`src/ps2hbe_pkg.sv`:
```
`timescale 1ns / 1ps
// ----------------------------------------------------------------------------
// ps2hbe_pkg
// Types and constants shared by the PS/2 host bit engine.
// ----------------------------------------------------------------------------
package ps2hbe_pkg;

  localparam int DataBits = 8;
  localparam int CountW   = 4;
  localparam logic [DataBits-1:0] ResendByte = 8'hFE;

  localparam logic OpEdge  = 1'b0;
  localparam logic OpWrite = 1'b1;

  typedef enum logic [3:0] {
    PH_RX_START  = 4'd0,
    PH_RX_DATA   = 4'd1,
    PH_RX_PARITY = 4'd2,
    PH_RX_STOP   = 4'd3,
    PH_TX_START  = 4'd4,
    PH_TX_DATA   = 4'd5,
    PH_TX_PARITY = 4'd6,
    PH_TX_STOP   = 4'd7,
    PH_TX_ACK    = 4'd8
  } phase_t;

  typedef struct packed {
    logic                opcode;
    logic                data_line;
    logic [DataBits-1:0] tx_byte;
  } item_t;

  typedef struct packed {
    logic                rx_valid;
    logic [DataBits-1:0] rx_byte;
    logic                drive_enable;
    logic                drive_level;
    logic                send_request;
    logic                frame_error;
  } result_t;

  typedef struct packed {
    phase_t              phase;
    logic [DataBits-1:0] shift_byte;
    logic [CountW-1:0]   bit_count;
    logic                running_parity;
    logic                received_parity;
  } link_state_t;

endpackage

```
`src/ps2hbe_step.sv`:
```
`timescale 1ns / 1ps
// ----------------------------------------------------------------------------
// ps2hbe_step
// Next-state and result logic for one clock edge or write request.
// ----------------------------------------------------------------------------
module ps2hbe_step
  import ps2hbe_pkg::*;
(
  input  link_state_t st,
  input  item_t       item,
  output link_state_t st_next,
  output result_t     res
);

  logic [2:0] idx;
  logic       tx_bit;
  logic [CountW-1:0] cnt_inc;

  assign idx     = st.bit_count[2:0];
  assign tx_bit  = st.shift_byte[idx];
  assign cnt_inc = st.bit_count + CountW'(1);

  always_comb begin
    st_next = st;
    res     = '0;
    if (item.opcode == OpWrite) begin
      st_next.shift_byte = item.tx_byte;
      st_next.phase      = PH_TX_START;
      res.send_request   = 1'b1;
      res.drive_enable   = 1'b1;
    end else begin
      unique case (st.phase)
        PH_RX_DATA: begin
          st_next.shift_byte     = st.shift_byte | (DataBits'(item.data_line) << idx);
          st_next.bit_count      = cnt_inc;
          st_next.running_parity = st.running_parity ^ item.data_line;
          if (cnt_inc >= CountW'(DataBits)) st_next.phase = PH_RX_PARITY;
        end
        PH_RX_PARITY: begin
          st_next.received_parity = item.data_line;
          st_next.phase           = PH_RX_STOP;
        end
        PH_RX_STOP: begin
          if (item.data_line && (st.received_parity == st.running_parity)) begin
            res.rx_valid  = 1'b1;
            res.rx_byte   = st.shift_byte;
            st_next.phase = PH_RX_START;
          end else begin
            res.frame_error    = 1'b1;
            res.send_request   = 1'b1;
            res.drive_enable   = 1'b1;
            st_next.shift_byte = ResendByte;
            st_next.phase      = PH_TX_START;
          end
        end
        PH_TX_START: begin
          st_next.bit_count      = '0;
          st_next.running_parity = 1'b1;
          st_next.phase          = PH_TX_DATA;
          res.drive_enable       = 1'b1;
        end
        PH_TX_DATA: begin
          res.drive_enable       = 1'b1;
          res.drive_level        = tx_bit;
          st_next.running_parity = st.running_parity ^ tx_bit;
          st_next.bit_count      = cnt_inc;
          if (cnt_inc >= CountW'(DataBits)) st_next.phase = PH_TX_PARITY;
        end
        PH_TX_PARITY: begin
          res.drive_enable = 1'b1;
          res.drive_level  = st.running_parity;
          st_next.phase    = PH_TX_STOP;
        end
        PH_TX_STOP: begin
          st_next.phase = PH_TX_ACK;
        end
        PH_TX_ACK: begin
          st_next.phase = PH_RX_START;
        end
        default: begin
          if (!item.data_line) begin
            st_next.shift_byte     = '0;
            st_next.bit_count      = '0;
            st_next.running_parity = 1'b1;
            st_next.phase          = PH_RX_DATA;
          end else begin
            st_next.phase = PH_RX_START;
          end
        end
      endcase
    end
  end

endmodule

```
`src/ps2_host_bit_engine_top.sv`:
```
`timescale 1ns / 1ps
// ----------------------------------------------------------------------------
// ps2_host_bit_engine_top
// Host side PS/2 bit engine: receive deframing, transmit framing, resend.
// ----------------------------------------------------------------------------
// One transaction per falling device clock edge or host write request. The
// engine accepts a transaction every cycle unless item_stall is high; each
// one yields exactly one result via the input register, then the result
// register. The link state register update sets the rate. A stalled result
// holds while the input register still takes one more transaction.
module ps2_host_bit_engine_top
  import ps2hbe_pkg::*;
(
  input  logic    clk,
  input  logic    rst,
  input  logic    item_valid,
  output logic    item_stall,
  input  item_t   item,
  output logic    result_valid,
  input  logic    result_stall,
  output result_t result
);

  logic        s_valid;
  item_t       s_item;
  link_state_t st;
  link_state_t st_next;
  result_t     res_next;
  logic        out_free;
  logic        advance;

  assign out_free   = !result_valid || !result_stall;
  assign advance    = s_valid && out_free;
  assign item_stall = s_valid && !out_free;

  ps2hbe_step u_step (
    .st      (st),
    .item    (s_item),
    .st_next (st_next),
    .res     (res_next)
  );

  always_ff @(posedge clk) begin
    if (rst) begin
      s_valid      <= 1'b0;
      result_valid <= 1'b0;
      st           <= '{phase: PH_RX_START, default: '0};
    end else begin
      if (!item_stall) begin
        s_valid <= item_valid;
      end
      if (out_free) begin
        result_valid <= advance;
      end
      if (advance) begin
        st <= st_next;
      end
    end
  end

  always_ff @(posedge clk) begin
    if (item_valid && !item_stall) begin
      s_item <= item;
    end
    if (advance) begin
      result <= res_next;
    end
  end

endmodule

```
`config.mk`:
```
export PLATFORM = sky130hd
export DESIGN_NAME = ps2_host_bit_engine_top
export DESIGN_NICKNAME = d
export VERILOG_FILES = /design/src/ps2hbe_pkg.sv /design/src/ps2hbe_step.sv /design/src/ps2_host_bit_engine_top.sv
export SDC_FILE = /design/constraint.sdc
export NUM_CORES = 1
export LEC_CHECK = 0
export ABC_AREA = 1
export ABC_CLOCK_PERIOD_IN_PS = 2100
export BUFFER_PORTS_ARGS = -buffer_cell sky130_fd_sc_hd__buf_2
export CORE_ASPECT_RATIO = 0.75
export CORE_MARGIN = 2
export CORE_UTILIZATION = 50
export CTS_CLUSTER_SIZE = 24
export DETAILED_ROUTE_END_ITERATION = 8
export PLACE_DENSITY = 0.72
export SLEW_MARGIN = 40
export SYNTH_ARGS = -nofsm -noshare
export SYNTH_HDL_FRONTEND = slang
export SYNTH_SLANG_ARGS = --single-unit
```
`constraint.sdc`:
```
create_clock -name clk -period 2.1 [get_ports clk]
set_clock_uncertainty 0.1 [all_clocks]
set_input_delay 0.21 -clock clk [delete_from_list [all_inputs] [get_ports clk]]
set_output_delay 0.21 -clock clk [all_outputs]
set_load 0.01 [all_outputs]
```
==> results.txt, run 1 <==
Status - complete, no violations
Post-synthesis compound-gate area fraction - 11.5%
Post-synth cell types - 32
Largest family of logic cells by synthesized area - simple AND/OR/NAND/NOR gates
Min-delay worst type - input pin to flop
CTS tree - built
Top-count cell post-synth - nand2_1
Fin crit share - 81.8%
Routability cong. - 0.924
# IOs - 29
Synth area leader - edfxtp_1
Core area - 3780 um^2
Actual slew at the worst max-slew pin - 0.400 ns
Drt wl/cell - 12.6 um
Global-route wire length before repair - 7050 um
Dominant synthesized flop cell - edfxtp_1
CP Launch Point - s_item[9]
Final worst slack - 0.381 ns
YS warnings - 0
Async set or reset register ratio after synthesis - 0%
Reg-to-reg slack, setup - 0.38 ns
Met2 Use GR - 29.8%
Setup crit end - st[5]
Final Net Count - 296
Final Setup Violations - 0
Met1 usage - 30.0%
Drt total wl - 4220 um
Vias in the first global route - 1527
Place WS - 0.415 ns
Post-synth EDFFs - 23
PwrDens - 681 nW/um^2
Synth Cell Area - 2020 um^2
H-tree Lvls - 2
Vias post-DR - 1714
Total of max-cap violations - 0
Worst r2r dst - st[5]
Mean Syn Cell Area - 8.54 um^2
Synth top area cells - edfxtp_1, dfxtp_1, nand2_1
Seq/Total Area, Yosys - 53.9%
Initial antenna violation count - 0
Most common library cells after synthesis - nand2_1, nor2_1, edfxtp_1, nand3_1
R2R cell count - 8
Largest net degree at the start of global routing - 17
Via/cell ratio - 5.13
Die height - 59.1 um
CTS Buffer Depth - 2
Relative slew slack - 73.3%
Detailed Routing Iterations Pass 1 - 4
Starting density of the core - 53.5%
Chip Width - 77.5 um
# DRC - 0
GRT Residual Overflow - 0
Routed Antenna Nets - 0
Worst setup SP type - flop
Detail Placement HPWL - 3060 um
Gate Count Post-Synth - 237
Num CTS Buffers - 5
Critical R2R Launch - s_item[9]
CTS sink cnt - 43
Final TNS setup - 0 ns
Post-synthesis adder-cell area fraction - 0.618%
Max Transition Viols Final - 0
Tot GR Track Use - 20.5%
Post-synthesis simple-gate area fraction - 27.0%
RSZ-0062 raised after global routing - false
XOR/XNOR share of the synthesized area - 0.433%
Arr. time, crit path - 1.81 ns
Max IR drop VDD - 0.000593 V
Final hold vios - 0
Diodes inserted - 0
Crit. End Element - flop
Worst skew pair latency - 0.30 ns
CP Class - flop to flop
Core Rows - 19
Syn nets - 252
Port Buffers - 28
Critical path required time - 2.19 ns
First DRT Iteration DRCs - 138
Leakage dissipation - 0.977 nW
Post-synthesis mux area share - 0%
Synthesized flop and latch total - 43
Largest fanout on the critical path - 8
Synth top area share - 34.1%
Gr busiest metal - met1
Layout cell share with drive strength beyond 1 - 20.9%
Area grow syn2layout - 19.5%
Post-CTS setup buffer count - 0
Clk slew on worst S/H paths - 0.08 ns
Fmax - 582 MHz
Final Critical Period - 1.72 ns
Die area - 4580 um^2
Met3 Use GR - 4.27%
Root Buffer Master - clkbuf_8
[cells by family (layout without fill, tap and decap cells)]
kind of cell               count (synthesis)  after routing
AOI/OAI and AO/OA                         37             37
buffers and inverters                     34             79
DFF                                       43             43
xor gates and xnor gates                   1              1
adders and majority gates                  1              1
and+or+nand+nor                          121            121
[placed cells by master, fill, tap and decap left out, types with 2 or more instances in the layout]
master         count
clkbuf_8           5
inv_1             20
o21ai_0            4
o21ai_1            3
o21ai_2            2
edfxtp_1          23
nor3_1             4
buf_4              3
nor2_1            27
dfxtp_1           20
inv_2              9
a21oi_1           15
nand3_1           21
buf_2             28
a22oi_1            2
nand2_1           57
o211ai_1           7
nand4_1            3
nand2_2            2
dlygate4sd3_1     10
[critical path, cell delays in order, from the launching register on]
cell and delay (ns):
edfxtp_1 0.55, inv_1 0.21, nand2_1 0.10, nor2_1 0.14, nand2_2 0.10, inv_2 0.12, nand2_1 0.08, nand2_1 0.14
nor2_1 0.06
[layout make-up]
cell class	instances	area [um^2]
fillers	329	1360
flip-flops and latches	43	1090
multi-input cells	160	800
repair buffers	41	263
inverters	30	115
clock buffers	6	72.6
well taps	52	65.1
clock inverters	2	12.5
[state kept, by name (all words and copies together) (netlist names)]
signal        flops
result           13
result_valid      1
st               18
s_item           10
s_valid           1
[report_power, final]
group | internal [W] | switching (W) | total [W]
Combinational | 0.0000740 | 0.000115 | 0.000189
Sequential | 0.000925 | 0.0000276 | 0.000952
Clock | 0.000232 | 0.000273 | 0.000506
[per-stage QoR]
step                hold WS (ns)  std cells  power (W)  utilization, %  area, um^2
detailed placement         0.288        316    0.00114            59.1        2230
global route              0.0862        334    0.00172            64.0        2420
CTS                       0.0764        334    0.00165            64.0        2420
global placement           0.286        316    0.00114            59.1        2230
floorplan                  0.188        237    0.00109               -        2020
finish                    0.0751        334    0.00165            64.0        2420
[how the worst min path moves through the flow]
stage                    start         to  cells past startpoint
floorplan                  rst     st[16]                      1
global placement       item[1]  s_item[1]                      1
detailed placement     item[5]  s_item[5]                      1
CTS                 item_valid    s_valid                      3
global route        item_valid    s_valid                      3
finish              item_valid    s_valid                      3
[routing by layer]
| metal | vias up | share of wire (%) |
|---|---|---|
| li1 | 879 | - |
| met3 | 6 | 3.9 |
| met1 | 787 | 53 |
| met2 | 42 | 42 |
| met4 | 0 | 1.5 |
| met5 | - | 0 |
[timing repair]
item | 4_1_cts | 5_1_grt
hold buffers | 10 | 0
resized for setup | 0 | 0
endpoints found under the hold margin | 10 | 0
Note: power is estimated with default switching activity, not from simulation.
==> inputs of run 2 (changes only) <==
Settings changed: ABC_CLOCK_PERIOD_IN_PS 2100 to 1560, PLACE_DENSITY 0.72 to 0.75.
Clock period 2.1 ns to 1.56 ns, I/O delays scaled along.
==> results.txt, run 2 (synthesis results as in run 1) <==
Relative slew slack - 74.4%
Max IR drop VDD - 0.000666 V
Final hold vios - 0
Drt total wl - 4830 um
Largest net degree at the start of global routing - 14
Area grow syn2layout - 34.7%
RSZ-0062 raised after global routing - true
GRT Residual Overflow - 0
Vias post-DR - 1853
Met3 Use GR - 4.73%
Final Net Count - 317
Biggest regs - st: 18 flops, result: 13 flops, s_item: 10 flops
Final TNS setup - 0 ns
CTS sink cnt - 43
Arr. time, crit path - 1.61 ns
Biggest register - st
Core Rows - 19
Largest fanout on the critical path - 7
Fin crit share - 95.6%
Drt wl/cell - 13.6 um
Worst skew pair latency - 0.30 ns
CP Class - flop to flop
CTS Buffer Depth - 2
Total of max-cap violations - 0
Leakage dissipation - 1.12 nW
Min-delay worst type - input pin to flop
Setup crit end - st[3]
Tot GR Track Use - 22.1%
Place WS - -0.0932 ns
Final Critical Period - 1.49 ns
Layout cell share with drive strength beyond 1 - 32.7%
Port Buffers - 28
Final worst slack - 0.0684 ns
CP Launch Point - st[14]
Max reg flops - 18
R2R cell count - 9
Starting density of the core - 53.5%
Root Buffer Master - clkbuf_8
Detailed Routing Iterations Pass 1 - 4
Worst setup SP type - flop
Routed Antenna Nets - 0
Final instance area - 2730 um^2
Vias in the first global route - 1610
Max Transition Viols Final - 0
Cell Area, Placed - 2370 um^2
Final Setup Violations - 0
Die area - 4580 um^2
Chip Width - 77.5 um
Reg-to-reg slack, setup - 0.07 ns
Fmax - 670 MHz
Die height - 59.1 um
Via/cell ratio - 5.22
Met2 Use GR - 33.2%
Commonest non-fill, non-tap cell in the layout - nand2_1
PwrDens - 955 nW/um^2
# IOs - 29
H-tree Lvls - 2
CTS tree - built
Crit. End Element - flop
Fin util - 72.1%
Detail Placement HPWL - 3430 um
Initial antenna violation count - 0
Met1 usage - 31.4%
Gr busiest metal - met2
# DRC - 0
Critical path required time - 1.68 ns
First DRT Iteration DRCs - 198
Clk slew on worst S/H paths - 0.08 ns
Num CTS Buffers - 5
Critical R2R Launch - st[14]
Routability cong. - 0.847
Global-route wire length before repair - 7650 um
Core area - 3780 um^2
Actual slew at the worst max-slew pin - 0.384 ns
Worst r2r dst - st[3]
Diodes inserted - 0
Commonest non-fill, non-tap cells in the layout - nand2_1, buf_2, nor2_1
Status - complete, no violations
## run 2: worst min-delay path by stage
stage,slack [ns],cells after the start,startpoint,to
after CTS,0.02,3,item_valid,s_valid
after detailed placement,0.23,1,item[4],s_item[4]
final,0.03,3,item_valid,s_valid
after global routing,0.05,3,item_valid,s_valid
after global placement,0.23,1,item[1],s_item[1]
after floorplan,0.13,1,rst,st[16]
## run 2: report_power, final
group | leakage, nW | switching (W) | internal (W)
combinational | 0.664 | 0.000180 | 0.000133
sequential | 0.388 | 0.0000368 | 0.00124
clock | 0.0654 | 0.000372 | 0.000640
total | 1.12 | 0.000589 | 0.00201
## run 2: timing repair
action,4_1_cts,5_1_grt
pin swaps,0,5
gates resized for setup,4,20
buffers inserted,0,6
setup endpoints to repair,13,24
hold buffers,10,0
endpoints found under the hold margin,10,0
## run 2: area by class of cell
class | instances | area, um^2
sequential | 43 | 1110
fill | 260 | 1050
multi-input combinational | 160 | 871
timing repair buffer | 62 | 420
inverter | 30 | 123
clock buffer | 6 | 72.6
tap | 52 | 65.1
clock inverter | 2 | 60.1
## run 2: per-stage QoR
| step | std cells | hold WS [ns] | total power [W] |
|---|---|---|---|
| after floorplan | 237 | 0.134 | 0.00147 |
| after global placement | 331 | 0.233 | 0.00156 |
| after detailed placement | 331 | 0.234 | 0.00157 |
| after CTS | 349 | 0.0164 | 0.00259 |
| after global routing | 355 | 0.0479 | 0.00271 |
| final | 355 | 0.0271 | 0.00260 |
## run 2: per-layer routing
layer | vias to the layer above | part of all wire, %
met3 | 6 | 8.2
li1 | 930 | -
met2 | 89 | 44
met4 | 0 | 1.3
met5 | - | 0
met1 | 828 | 46
## run 2: worst max-delay path, stage by stage, from the launching register on
cell and delay (ns):
dfxtp_4 0.38, nor2_2 0.17, nand3_2 0.13, o21ai_1 0.10, nor2_1 0.07, nand2_2 0.11, inv_4 0.07, nand2_2 0.07
nand2_2 0.09, a211oi_2 0.14
